[src/hdl/fcdc_pkg.sv]
// Shared types and constants for the fixed calendar day conversion block.
// Holds the pipeline depth, the conversion selector, calendar constants and reciprocal multipliers.
// No dependencies; every other file imports this package.
package fcdc_pkg;

  // Pipeline depth and stage count of the date-to-day-number path.
  localparam int NSTAGE     = 9;
  localparam int F2D_STAGES = 4;

  // Stream payload widths.
  localparam int IN_DATA_W  = 48;
  localparam int OUT_DATA_W = 48;
  localparam int OUT_USER_W = 2;

  // Conversion selector carried on in_tuser.
  typedef enum logic {
    TO_DATE       = 1'b0,
    TO_DAY_NUMBER = 1'b1
  } fcdc_func_t;

  // Calendar constants.
  localparam logic [22:0] EPOCH_JDN       = 23'd1721426;
  localparam logic [17:0] DAYS_400Y       = 18'd146097;
  localparam logic [15:0] DAYS_100Y       = 16'd36524;
  localparam logic [10:0] DAYS_4Y         = 11'd1461;
  localparam logic [8:0]  DAYS_COMMON     = 9'd365;
  localparam logic [8:0]  DAYS_LEAP       = 9'd366;
  localparam logic [8:0]  LEAP_DAY_ORD    = 9'd169;
  localparam logic [8:0]  ORD_BEFORE_LEAP = 9'd168;
  localparam logic [8:0]  LAST_ORD_M1     = 9'd364;
  localparam logic [4:0]  MONTH_DAYS      = 5'd28;
  localparam logic [4:0]  SPECIAL_DAY     = 5'd29;
  localparam logic [3:0]  LAST_MONTH      = 4'd13;
  localparam logic [3:0]  LEAP_MONTH      = 4'd6;
  localparam logic [6:0]  CENTURY_YEARS   = 7'd100;

  // Exact reciprocal multipliers: q = (x * RECIP) >> SHIFT for the full input range.
  localparam int          SHIFT_400Y = 41;
  localparam logic [23:0] RECIP_400Y =
    24'(((64'd1 << SHIFT_400Y) + 64'd146097 - 64'd1) / 64'd146097);
  localparam int          SHIFT_4Y   = 27;
  localparam logic [16:0] RECIP_4Y   =
    17'(((64'd1 << SHIFT_4Y) + 64'd1461 - 64'd1) / 64'd1461);
  localparam int          SHIFT_CENT = 21;
  localparam logic [14:0] RECIP_CENT =
    15'(((64'd1 << SHIFT_CENT) + 64'd100 - 64'd1) / 64'd100);
  localparam int          SHIFT_MON  = 14;
  localparam logic [9:0]  RECIP_MON  =
    10'(((64'd1 << SHIFT_MON) + 64'd28 - 64'd1) / 64'd28);

  // Per-stage load enables from the pipeline control.
  typedef logic [NSTAGE-1:0] fcdc_load_t;

  // Result of the day-number-to-date path.
  typedef struct packed {
    logic [13:0] year;
    logic [3:0]  month;
    logic [4:0]  day;
    logic        special;
    logic        bad;
  } fcdc_date_t;

  // Result of the date-to-day-number path.
  typedef struct packed {
    logic [22:0] day_number;
    logic        special;
    logic        bad;
  } fcdc_jdn_t;

endpackage

[src/hdl/fcdc_ctrl.sv]
// Pipeline control: valid bits per stage and the per-stage load enables.
// A stage loads when it is empty or the stage after it loads, so bubbles collapse.
// Depends on fcdc_pkg.
module fcdc_ctrl
  import fcdc_pkg::*;
(
  input  logic       clk,
  input  logic       rst_n,
  input  logic       in_valid,
  output logic       in_ready,
  output logic       out_valid,
  input  logic       out_ready,
  output fcdc_load_t load
);

  logic [NSTAGE-1:0] valid_r;
  logic [NSTAGE-1:0] valid_nxt;
  fcdc_load_t        load_c;

  // Load enables ripple back from the output register.
  always_comb begin
    load_c[NSTAGE-1] = !valid_r[NSTAGE-1] || out_ready;
    for (int k = NSTAGE - 2; k >= 0; k--) begin
      load_c[k] = !valid_r[k] || load_c[k+1];
    end
  end

  // Valid bits move with the data of each stage.
  always_comb begin
    valid_nxt[0] = load_c[0] ? in_valid : valid_r[0];
    for (int k = 1; k < NSTAGE; k++) begin
      valid_nxt[k] = load_c[k] ? valid_r[k-1] : valid_r[k];
    end
  end

  always_ff @(posedge clk) begin
    if (!rst_n) begin
      valid_r <= '0;
    end else begin
      valid_r <= valid_nxt;
    end
  end

  assign load      = load_c;
  assign in_ready  = load_c[0];
  assign out_valid = valid_r[NSTAGE-1];

endmodule

[src/hdl/fcdc_d2f.sv]
// Day number to fixed date path: nine register stages of divide-by-constant steps.
// Splits the day count into 400, 100, 4 and 1 year cycles, then into months.
// Depends on fcdc_pkg.
module fcdc_d2f
  import fcdc_pkg::*;
#(
  parameter int MAX_YEAR = 9999
) (
  input  logic        clk,
  input  fcdc_load_t  load,
  input  logic [22:0] jdn,
  output fcdc_date_t  result
);

  localparam longint unsigned MAX_L  = 64'(MAX_YEAR);
  localparam longint unsigned LAST_L =
    64'd1721426 + 64'd365 * MAX_L + MAX_L / 64'd4 - MAX_L / 64'd100 + MAX_L / 64'd400 - 64'd1;
  localparam logic [31:0] LAST_JDN = 32'(LAST_L);

  // Stage 1: offset from the epoch and range check.
  logic [22:0] s1_d_r;
  logic        s1_bad_r;
  always_ff @(posedge clk) begin
    if (load[0]) begin
      s1_d_r   <= jdn - EPOCH_JDN;
      s1_bad_r <= (jdn < EPOCH_JDN) || ({9'd0, jdn} > LAST_JDN);
    end
  end

  // Stage 2: number of whole 400-year cycles.
  logic [46:0] prod400;
  logic [22:0] s2_d_r;
  logic [5:0]  s2_q_r;
  logic        s2_bad_r;
  assign prod400 = 47'(s1_d_r) * 47'(RECIP_400Y);
  always_ff @(posedge clk) begin
    if (load[1]) begin
      s2_d_r   <= s1_d_r;
      s2_q_r   <= prod400[46:41];
      s2_bad_r <= s1_bad_r;
    end
  end

  // Stage 3: days left in the 400-year cycle.
  logic [22:0] rem400;
  logic [17:0] s3_r_r;
  logic [5:0]  s3_n400_r;
  logic        s3_bad_r;
  assign rem400 = s2_d_r - 23'(23'(s2_q_r) * 23'(DAYS_400Y));
  always_ff @(posedge clk) begin
    if (load[2]) begin
      s3_r_r    <= rem400[17:0];
      s3_n400_r <= s2_q_r;
      s3_bad_r  <= s2_bad_r;
    end
  end

  // Stage 4: centuries, capped at three so the last day of the cycle stays in it.
  logic [1:0]  n100;
  logic [17:0] rem100;
  always_comb begin
    if (s3_r_r >= 18'(3 * 36524)) begin
      n100 = 2'd3;
    end else if (s3_r_r >= 18'(2 * 36524)) begin
      n100 = 2'd2;
    end else if (s3_r_r >= 18'(DAYS_100Y)) begin
      n100 = 2'd1;
    end else begin
      n100 = 2'd0;
    end
    rem100 = s3_r_r - 18'(18'(n100) * 18'(DAYS_100Y));
  end

  logic [15:0] s4_r_r;
  logic [5:0]  s4_n400_r;
  logic [1:0]  s4_n100_r;
  logic        s4_bad_r;
  always_ff @(posedge clk) begin
    if (load[3]) begin
      s4_r_r    <= rem100[15:0];
      s4_n400_r <= s3_n400_r;
      s4_n100_r <= n100;
      s4_bad_r  <= s3_bad_r;
    end
  end

  // Stage 5: number of whole 4-year cycles.
  logic [32:0] prod4;
  logic [15:0] s5_r_r;
  logic [4:0]  s5_n4_r;
  logic [5:0]  s5_n400_r;
  logic [1:0]  s5_n100_r;
  logic        s5_bad_r;
  assign prod4 = 33'(s4_r_r) * 33'(RECIP_4Y);
  always_ff @(posedge clk) begin
    if (load[4]) begin
      s5_r_r    <= s4_r_r;
      s5_n4_r   <= 5'(prod4[32:27]);
      s5_n400_r <= s4_n400_r;
      s5_n100_r <= s4_n100_r;
      s5_bad_r  <= s4_bad_r;
    end
  end

  // Stage 6: days left in the 4-year cycle.
  logic [15:0] rem4;
  logic [10:0] s6_r_r;
  logic [4:0]  s6_n4_r;
  logic [5:0]  s6_n400_r;
  logic [1:0]  s6_n100_r;
  logic        s6_bad_r;
  assign rem4 = s5_r_r - 16'(16'(s5_n4_r) * 16'(DAYS_4Y));
  always_ff @(posedge clk) begin
    if (load[5]) begin
      s6_r_r    <= rem4[10:0];
      s6_n4_r   <= s5_n4_r;
      s6_n400_r <= s5_n400_r;
      s6_n100_r <= s5_n100_r;
      s6_bad_r  <= s5_bad_r;
    end
  end

  // Stage 7: single years, the year itself, its leap flag and the day of year.
  logic [1:0]  n1;
  logic [10:0] rem1;
  logic [14:0] year_c;
  logic        leap_c;
  always_comb begin
    if (s6_r_r >= 11'(3 * 365)) begin
      n1 = 2'd3;
    end else if (s6_r_r >= 11'(2 * 365)) begin
      n1 = 2'd2;
    end else if (s6_r_r >= 11'(DAYS_COMMON)) begin
      n1 = 2'd1;
    end else begin
      n1 = 2'd0;
    end
    rem1   = s6_r_r - 11'(11'(n1) * 11'(DAYS_COMMON));
    year_c = 15'(15'(s6_n400_r) * 15'd400) + 15'(15'(s6_n100_r) * 15'd100)
           + 15'(15'(s6_n4_r) * 15'd4) + 15'(n1) + 15'd1;
    // Leap when the year is a multiple of four, except plain century years.
    leap_c = (n1 == 2'd3) && ((s6_n4_r != 5'd24) || (s6_n100_r == 2'd3));
  end

  logic [14:0] s7_year_r;
  logic [8:0]  s7_x_r;
  logic        s7_leap_r;
  logic        s7_bad_r;
  always_ff @(posedge clk) begin
    if (load[6]) begin
      s7_year_r <= year_c;
      s7_x_r    <= rem1[8:0];
      s7_leap_r <= leap_c;
      s7_bad_r  <= s6_bad_r;
    end
  end

  // Stage 8: special days, drop Leap Day from the count, month quotient.
  logic        leap_day;
  logic [8:0]  x_adj;
  logic        year_day;
  logic [18:0] prod_mon;
  always_comb begin
    leap_day = s7_leap_r && (s7_x_r == ORD_BEFORE_LEAP);
    x_adj    = (s7_leap_r && (s7_x_r > ORD_BEFORE_LEAP)) ? s7_x_r - 9'd1 : s7_x_r;
    year_day = !leap_day && (x_adj == LAST_ORD_M1);
    prod_mon = 19'(x_adj) * 19'(RECIP_MON);
  end

  logic [14:0] s8_year_r;
  logic [8:0]  s8_x_r;
  logic [3:0]  s8_mq_r;
  logic        s8_leap_day_r;
  logic        s8_year_day_r;
  logic        s8_bad_r;
  always_ff @(posedge clk) begin
    if (load[7]) begin
      s8_year_r     <= s7_year_r;
      s8_x_r        <= x_adj;
      s8_mq_r       <= 4'(prod_mon[18:14]);
      s8_leap_day_r <= leap_day;
      s8_year_day_r <= year_day;
      s8_bad_r      <= s7_bad_r;
    end
  end

  // Stage 9: month and day, special-day overrides, zeroed fields on error.
  logic [8:0] day_full;
  fcdc_date_t res_nxt;
  always_comb begin
    day_full = s8_x_r - 9'(9'(s8_mq_r) * 9'(MONTH_DAYS)) + 9'd1;
    res_nxt  = '0;
    if (s8_bad_r) begin
      res_nxt.bad = 1'b1;
    end else begin
      res_nxt.year = s8_year_r[13:0];
      if (s8_leap_day_r) begin
        res_nxt.month   = LEAP_MONTH;
        res_nxt.day     = SPECIAL_DAY;
        res_nxt.special = 1'b1;
      end else if (s8_year_day_r) begin
        res_nxt.month   = LAST_MONTH;
        res_nxt.day     = SPECIAL_DAY;
        res_nxt.special = 1'b1;
      end else begin
        res_nxt.month = s8_mq_r + 4'd1;
        res_nxt.day   = day_full[4:0];
      end
    end
  end

  fcdc_date_t result_r;
  always_ff @(posedge clk) begin
    if (load[8]) begin
      result_r <= res_nxt;
    end
  end

  assign result = result_r;

endmodule

[src/hdl/fcdc_f2d.sv]
// Fixed date to day number path: four working stages and a delay line to full depth.
// Checks the date, finds the day of year and the day number of January 1.
// Depends on fcdc_pkg.
module fcdc_f2d
  import fcdc_pkg::*;
#(
  parameter int MAX_YEAR = 9999
) (
  input  logic        clk,
  input  fcdc_load_t  load,
  input  logic [13:0] fixed_year,
  input  logic [3:0]  fixed_month,
  input  logic [4:0]  fixed_day,
  output fcdc_jdn_t   result
);

  localparam logic [31:0] MAX_YEAR_W = 32'(MAX_YEAR);
  localparam int          DLY        = NSTAGE - F2D_STAGES;

  // Stage 1: field range checks and the century quotient of the year.
  logic [28:0] prod_cent;
  logic        ok0;
  assign prod_cent = 29'(fixed_year) * 29'(RECIP_CENT);
  assign ok0 = (fixed_year != 14'd0) && ({18'd0, fixed_year} <= MAX_YEAR_W)
            && (fixed_month != 4'd0) && (fixed_month <= LAST_MONTH)
            && (fixed_day != 5'd0);

  logic [13:0] s1_fy_r;
  logic [3:0]  s1_fm_r;
  logic [4:0]  s1_fd_r;
  logic [7:0]  s1_q100_r;
  logic        s1_ok_r;
  always_ff @(posedge clk) begin
    if (load[0]) begin
      s1_fy_r   <= fixed_year;
      s1_fm_r   <= fixed_month;
      s1_fd_r   <= fixed_day;
      s1_q100_r <= prod_cent[28:21];
      s1_ok_r   <= ok0;
    end
  end

  // Stage 2: leap year, day 29 check, day of year and the year divisions.
  logic [13:0] cent_rem;
  logic        z100;
  logic        z400;
  logic        leap;
  logic        day_ok;
  logic [8:0]  ord_plain;
  logic [8:0]  ord_c;
  logic        special_c;
  always_comb begin
    cent_rem  = s1_fy_r - 14'(14'(s1_q100_r) * 14'(CENTURY_YEARS));
    z100      = (cent_rem == 14'd0);
    z400      = z100 && (s1_q100_r[1:0] == 2'd0);
    leap      = (s1_fy_r[1:0] == 2'd0) && (!z100 || z400);
    day_ok    = (s1_fd_r <= MONTH_DAYS)
             || ((s1_fd_r == SPECIAL_DAY)
                 && ((s1_fm_r == LAST_MONTH) || ((s1_fm_r == LEAP_MONTH) && leap)));
    ord_plain = 9'(9'(s1_fm_r - 4'd1) * 9'(MONTH_DAYS)) + 9'(s1_fd_r);
    special_c = 1'b0;
    if ((s1_fm_r == LEAP_MONTH) && (s1_fd_r == SPECIAL_DAY)) begin
      ord_c     = LEAP_DAY_ORD;
      special_c = 1'b1;
    end else if ((s1_fm_r == LAST_MONTH) && (s1_fd_r == SPECIAL_DAY)) begin
      ord_c     = leap ? DAYS_LEAP : DAYS_COMMON;
      special_c = 1'b1;
    end else if (leap && (ord_plain > ORD_BEFORE_LEAP)) begin
      ord_c = ord_plain + 9'd1;
    end else begin
      ord_c = ord_plain;
    end
  end

  logic [13:0] s2_p_r;
  logic [11:0] s2_pd4_r;
  logic [7:0]  s2_pd100_r;
  logic [5:0]  s2_pd400_r;
  logic [8:0]  s2_ord_r;
  logic        s2_special_r;
  logic        s2_ok_r;
  logic [13:0] p_c;
  assign p_c = s1_fy_r - 14'd1;
  always_ff @(posedge clk) begin
    if (load[1]) begin
      s2_p_r       <= p_c;
      s2_pd4_r     <= p_c[13:2];
      s2_pd100_r   <= s1_q100_r - 8'(z100);
      s2_pd400_r   <= s1_q100_r[7:2] - 6'(z400);
      s2_ord_r     <= ord_c;
      s2_special_r <= special_c;
      s2_ok_r      <= s1_ok_r && day_ok;
    end
  end

  // Stage 3: January 1 base and a small signed correction.
  logic [23:0] base_c;
  logic [9:0]  corr_c;
  assign base_c = 24'(EPOCH_JDN) + 24'(24'(s2_p_r) * 24'(DAYS_COMMON)) + 24'(s2_pd4_r);
  assign corr_c = 10'(s2_ord_r) - 10'd1 - 10'(s2_pd100_r) + 10'(s2_pd400_r);

  logic [23:0] s3_base_r;
  logic [9:0]  s3_corr_r;
  logic        s3_special_r;
  logic        s3_ok_r;
  always_ff @(posedge clk) begin
    if (load[2]) begin
      s3_base_r    <= base_c;
      s3_corr_r    <= corr_c;
      s3_special_r <= s2_special_r;
      s3_ok_r      <= s2_ok_r;
    end
  end

  // Stage 4: final day number and overflow check.
  logic [23:0] sum_c;
  logic        bad_c;
  fcdc_jdn_t   res_nxt;
  always_comb begin
    sum_c   = s3_base_r + {{14{s3_corr_r[9]}}, s3_corr_r};
    bad_c   = !s3_ok_r || sum_c[23];
    res_nxt = '0;
    if (bad_c) begin
      res_nxt.bad = 1'b1;
    end else begin
      res_nxt.day_number = sum_c[22:0];
      res_nxt.special    = s3_special_r;
    end
  end

  fcdc_jdn_t s4_res_r;
  always_ff @(posedge clk) begin
    if (load[3]) begin
      s4_res_r <= res_nxt;
    end
  end

  // Delay line so this path lines up with the other one.
  fcdc_jdn_t dly_r [DLY];
  always_ff @(posedge clk) begin
    if (load[F2D_STAGES]) begin
      dly_r[0] <= s4_res_r;
    end
    for (int k = 1; k < DLY; k++) begin
      if (load[F2D_STAGES + k]) begin
        dly_r[k] <= dly_r[k-1];
      end
    end
  end

  assign result = dly_r[DLY-1];

endmodule

[src/hdl/fixed_calendar_day_conversion.sv]
// Fixed calendar day conversion.
// Use: each request on the in_ stream carries a selector in in_tuser. A zero
// selector converts the Julian day number in in_tdata to a fixed calendar date
// (year, month 1-13, day 1-29); a one converts the fixed date in in_tdata to a
// Julian day number. Every request gives exactly one result on the out_ stream.
// out_tuser flags Leap Day or Year Day and a bad input; on a bad input all other
// result fields are zero. Fields of the conversion not asked for are zero.
// Throughput: one request per cycle while the output is not stalled; both conversions run side by side through
// a nine-stage pipeline whose depth is set by the chain of constant divisions
// (400, 100, 4 and 1 year cycles, then months) of the day-number path.
// Stalls: when out_tready is low the result holds on out_tdata; stages behind
// it keep accepting until the pipeline is full, so bubbles are squeezed out.
// in_tready is low only when every stage holds a pending request.
// Reset: rst_n is synchronous and active low; it empties the pipeline and no
// result is in flight after it. The block keeps no state between requests.
// Depends on fcdc_pkg, fcdc_ctrl, fcdc_d2f and fcdc_f2d.
module fixed_calendar_day_conversion
  import fcdc_pkg::*;
#(
  parameter int MAX_YEAR = 9999
) (
  input  logic                  clk,
  input  logic                  rst_n,
  input  logic                  in_tvalid,
  output logic                  in_tready,
  // day_number[22:0], fixed_year[36:23], fixed_month[40:37], fixed_day[45:41], zero[47:46]
  input  logic [IN_DATA_W-1:0]  in_tdata,
  // func[0]
  input  logic                  in_tuser,
  output logic                  out_tvalid,
  input  logic                  out_tready,
  // out_year[13:0], out_month[17:14], out_day[22:18], out_day_number[45:23], zero[47:46]
  output logic [OUT_DATA_W-1:0] out_tdata,
  // special_day[0], bad_input[1]
  output logic [OUT_USER_W-1:0] out_tuser
);

  fcdc_load_t load;
  fcdc_date_t date_res;
  fcdc_jdn_t  jdn_res;

  fcdc_ctrl u_ctrl (
    .clk       (clk),
    .rst_n     (rst_n),
    .in_valid  (in_tvalid),
    .in_ready  (in_tready),
    .out_valid (out_tvalid),
    .out_ready (out_tready),
    .load      (load)
  );

  fcdc_d2f #(
    .MAX_YEAR (MAX_YEAR)
  ) u_d2f (
    .clk    (clk),
    .load   (load),
    .jdn    (in_tdata[22:0]),
    .result (date_res)
  );

  fcdc_f2d #(
    .MAX_YEAR (MAX_YEAR)
  ) u_f2d (
    .clk         (clk),
    .load        (load),
    .fixed_year  (in_tdata[36:23]),
    .fixed_month (in_tdata[40:37]),
    .fixed_day   (in_tdata[45:41]),
    .result      (jdn_res)
  );

  // The selector travels alongside the two conversion paths.
  logic func_r [NSTAGE];
  always_ff @(posedge clk) begin
    if (load[0]) begin
      func_r[0] <= in_tuser;
    end
    for (int k = 1; k < NSTAGE; k++) begin
      if (load[k]) begin
        func_r[k] <= func_r[k-1];
      end
    end
  end

  // Pick the requested conversion; the other one's fields read as zero.
  always_comb begin
    out_tdata = '0;
    out_tuser = '0;
    if (func_r[NSTAGE-1] == TO_DAY_NUMBER) begin
      out_tdata[45:23] = jdn_res.day_number;
      out_tuser[0]     = jdn_res.special;
      out_tuser[1]     = jdn_res.bad;
    end else begin
      out_tdata[13:0]  = date_res.year;
      out_tdata[17:14] = date_res.month;
      out_tdata[22:18] = date_res.day;
      out_tuser[0]     = date_res.special;
      out_tuser[1]     = date_res.bad;
    end
  end

endmodule

[config.mk]
export PLATFORM = sky130hd
export DESIGN_NAME = fixed_calendar_day_conversion
export DESIGN_NICKNAME = d
export VERILOG_FILES = /design/src/hdl/fcdc_pkg.sv /design/src/hdl/fcdc_ctrl.sv /design/src/hdl/fcdc_d2f.sv /design/src/hdl/fcdc_f2d.sv /design/src/hdl/fixed_calendar_day_conversion.sv
export SDC_FILE = /design/constraint.sdc
export NUM_CORES = 2
export LEC_CHECK = 0
export BUFFER_PORTS_ARGS = -buffer_cell sky130_fd_sc_hd__buf_2
export CAP_MARGIN = 30
export CORE_UTILIZATION = 50
export CTS_CLUSTER_DIAMETER = 80
export DETAILED_ROUTE_END_ITERATION = 10
export MAX_ROUTING_LAYER = met4
export PLACE_DENSITY = 0.81
export RECOVER_POWER = 100
export SYNTH_ARGS = -nofsm -noshare
export SYNTH_HDL_FRONTEND = slang
export SYNTH_SLANG_ARGS = --single-unit
[constraint.sdc]
create_clock -name clk -period 6.87 [get_ports clk]
set_input_delay 0.687 -clock clk [delete_from_list [all_inputs] [get_ports clk]]
set_output_delay 0.687 -clock clk [all_outputs]
set_load 0.1 [all_outputs]
==> results.json <==
{
  "status": "finished, violations left",
  "violations": "capacitance limit, slew limit",
  "cp.arrival_ns": 7.06,
  "critPathMaxStageDelay_ns": 0.55,
  "regToRegStartpoint": "u_d2f.s1_d_r[19]",
  "min_period_ns": 6.67,
  "crit_slowest_cell": "fa_1",
  "core-area_um2": 91900,
  "ys.flop_type": "edfxtp_1",
  "ys_types": 72,
  "clockBufferDepth": 3,
  "clockRootBuffer": "clkbuf_16",
  "clk_latency_ns": 0.66,
  "synth_area_per_cell_um2": 11.7,
  "worstPathRequired_ns": 7.25,
  "syn_to_final_growth_pct": 9.55,
  "tightest_slew_ns": 3.95,
  "grt_antenna_before_repair": 1,
  "gp_congestion": 0.937,
  "grt_pass1_vias": 30255,
  "min_period_over_period": 0.971,
  "vias": 28079,
  "fin_skew_ns": 0.0601,
  "grt_overflow": 0,
  "vias_per_cell": 5.11,
  "final_util": 0.554,
  "slew_headroom": -1.64,
  "finalNetCount": 5584,
  "async_flop_share": 0,
  "initial_core_util": 0.506,
  "worstSetupStartpoint": "u_d2f.s1_d_r[19]",
  "cp-end-kind": "register",
  "cts_made_buffers": 57,
  "dpl.hpwl_um": 74100,
  "fmax_ghz": 0.150,
  "yosys_warnings": 0,
  "postSynthCellCount": 3980,
  "grt_usage": 0.206,
  "synth.cell_area_um2": 46500,
  "setup_viol_count_final": 0,
  "die_h_um": 307,
  "crit_chain": "ha_4 -> inv_1 -> fa_1 -> inv_2 -> fa_1 -> inv_1 -> fa_1 -> fa_1 -> inv_1 -> fa_1 -> inv_1 -> fa_1 -> inv_1 -> ha_4 -> a21oi_2 -> a2bb2oi_2 -> a31oi_4 -> a311oi_2 -> buf_4 -> a21oi_2 -> o41ai_2 -> a21oi_2 -> nor4_2 -> nor3_2",
  "cts.sinks": 500,
  "antenna_left": 0,
  "min-delay-start": "in_tdata[0]",
  "synth_edf_count": 491,
  "dieArea_um2": 94300,
  "hold_viol_final": 0,
  "min_path_type": "in -> reg",
  "drt_iter0_drc": 1175,
  "drive_above_1_share": 0.0504,
  "grt_pass1_wl_um": 151000,
  "fin_tns_setup_ns": 0,
  "critPathLaunchType": "register",
  "portBuffers": 100,
  "crit_top_cell": "fa_1",
  "drt_wl_total_um": 90300,
  "fill_cells": 7601,
  "cts_tree": "yes",
  "first_pass_iters": 7,
  "setup.worst_path.class": "reg -> reg",
  "max_cap_viol_count": 10,
  "ys_ff_latch": 500,
  "crit_fanout": 4,
  "report.final.slew_viol_count": 537,
  "rows": 111,
  "grt_max_degree": 66,
  "wire_per_inst_um": 16.4,
  "ios": 105,
  "cts.reportedPaths.clkPinSlew_ns": 0.06,
  "die_w_um": 307,
  "route.detailed.drc": 0,
  "h-tree-depth": 2,
  "synth_seq_area_share": 0.321
}
[cell usage in the layout, fill, tap and decap left out, types with 9 or more instances in the layout]
| cell | n |
|---|---|
| xnor2_1 | 144 |
| nor3_1 | 56 |
| or3_1 | 13 |
| nand4_1 | 20 |
| nor4_1 | 14 |
| clkinv_2 | 12 |
| buf_4 | 50 |
| dfxtp_1 | 9 |
| o21a_1 | 33 |
| fa_1 | 499 |
| nand2_1 | 78 |
| inv_1 | 946 |
| a21oi_1 | 139 |
| o21ai_0 | 75 |
| and3_1 | 16 |
| buf_2 | 26 |
| a21o_1 | 56 |
| a21boi_0 | 12 |
| clkbuf_16 | 58 |
| a211oi_1 | 18 |
| a31oi_1 | 17 |
| o21bai_1 | 18 |
| nand2b_1 | 20 |
| nor2b_1 | 61 |
| and2_1 | 26 |
| clkbuf_1 | 102 |
| nor2_1 | 115 |
| ha_1 | 827 |
| nand3_1 | 39 |
| edfxtp_1 | 491 |
| xor2_1 | 74 |
| clkinv_1 | 9 |
[final timing paths]
kind | endpoint | slack (ns) | depth (start not counted)
worst max-delay path | u_d2f.s2_q_r[5] | 0.20 | 24
worst min-delay path | u_d2f.s1_d_r[0] | 0.22 | 1
worst max register to register | u_d2f.s2_q_r[5] | 0.20 | 24
worst min register to register | u_d2f.s4_r_r[0] | 0.39 | 0
[per-layer routing]
metal  wire (um)  GRT usage
met1       38900      0.253
met2       45600      0.360
met3        2900     0.0198
met4        2880     0.0638
met5           0          -
[kinds of logic after synthesis]
group | Yosys count | synth area share
AOI/OAI and AO/OA | 446 | 0.0624
xor gates and xnor gates | 218 | 0.0410
adders and majority gates | 1330 | 0.438
buffers and inverters | 969 | 0.0785
DFF | 500 | 0.321
muxes | 8 | 0.00178
other | 1 | 0.0000806
and+or+nand+nor | 508 | 0.0572
[critical path: cells and delay by family (launching register included)]
family          cells  cell delay [ns]
compound gates      7             1.37
fa+ha+maj           8             3.69
simple gates        2             0.39
flops               1             0.45
buf+inv             7             0.49
[synthesized netlist by cell type, drive strengths merged (12+ instances only)]
master / count / area (um^2)
a211oi: 18 / 140
a21boi: 12 / 90.1
a21o: 57 / 429
a21oi: 143 / 716
a31oi: 18 / 128
and2: 33 / 209
and3: 16 / 100
clkbuf: 12 / 45.0
edfxtp: 491 / 14700
fa: 499 / 9990
ha: 831 / 10400
inv: 951 / 3570
nand2: 80 / 300
nand2b: 20 / 125
nand3: 39 / 195
nand4: 20 / 125
nor2: 115 / 432
nor2b: 61 / 382
nor3: 57 / 290
nor4: 15 / 93.8
o21a: 33 / 248
o21ai: 76 / 384
o21bai: 18 / 135
or3: 13 / 81.3
xnor2: 144 / 1260
xor2: 74 / 648
[through the flow]
step	cell area (um^2)	setup WS, ns	hold WS, ns	cells
final	51000	0.197	0.224	5493
after detailed placement	49100	-0.0644	0.405	5377
after global routing	51000	-0.0432	0.197	5493
after CTS	51100	0.00382	0.189	5485
after floorplan	46500	0.442	0.400	3981
after global placement	49000	0.0598	0.400	5376
[cell type report]
| type | count | area [um^2] | area share |
|---|---|---|---|
| sequential | 500 | 14900 | 0.293 |
| clock inverter | 48 | 546 | 0.0107 |
| antenna | 1 | 2.50 | 0.0000491 |
| tap | 1243 | 1560 | 0.0305 |
| multi-input combinational | 2512 | 28000 | 0.550 |
| timing repair buffer | 179 | 903 | 0.0177 |
| inverter | 951 | 3570 | 0.0701 |
| clock buffer | 59 | 1460 | 0.0286 |
[flip-flops by register name (all words and copies together), names as in the netlist, 8 cells and up]
| register | cells |
|---|---|
| func_r | 9 |
| u_ctrl.valid_r | 9 |
| u_d2f.result | 25 |
| u_d2f.s1_d_r | 23 |
| u_d2f.s2_d_r | 18 |
| u_d2f.s3_r_r | 18 |
| u_d2f.s4_r_r | 16 |
| u_d2f.s5_r_r | 11 |
| u_d2f.s6_r_r | 11 |
| u_d2f.s7_x_r | 9 |
| u_d2f.s7_year_r | 14 |
| u_d2f.s8_year_r | 14 |
| u_f2d.dly_r | 125 |
| u_f2d.s1_fy_r | 14 |
| u_f2d.s1_q100_r | 8 |
| u_f2d.s2_ord_r | 9 |
| u_f2d.s2_pd100_r | 8 |
| u_f2d.s2_pd4_r | 12 |
| u_f2d.s3_base_r | 24 |
| u_f2d.s3_corr_r | 10 |
| u_f2d.s4_res_r | 25 |
[repair_timing]
action | CTS | global route
hold buffers | 0 | 0
gates cloned | 0 | 0
pin swaps | 2 | 14
setup buffers | 1 | 6
setup endpoints to repair | 3 | 6
gates resized for setup | 1 | 17
Power is not shown: default switching activity piles up to over one toggle a cycle in this logic, so the estimate is an artifact.
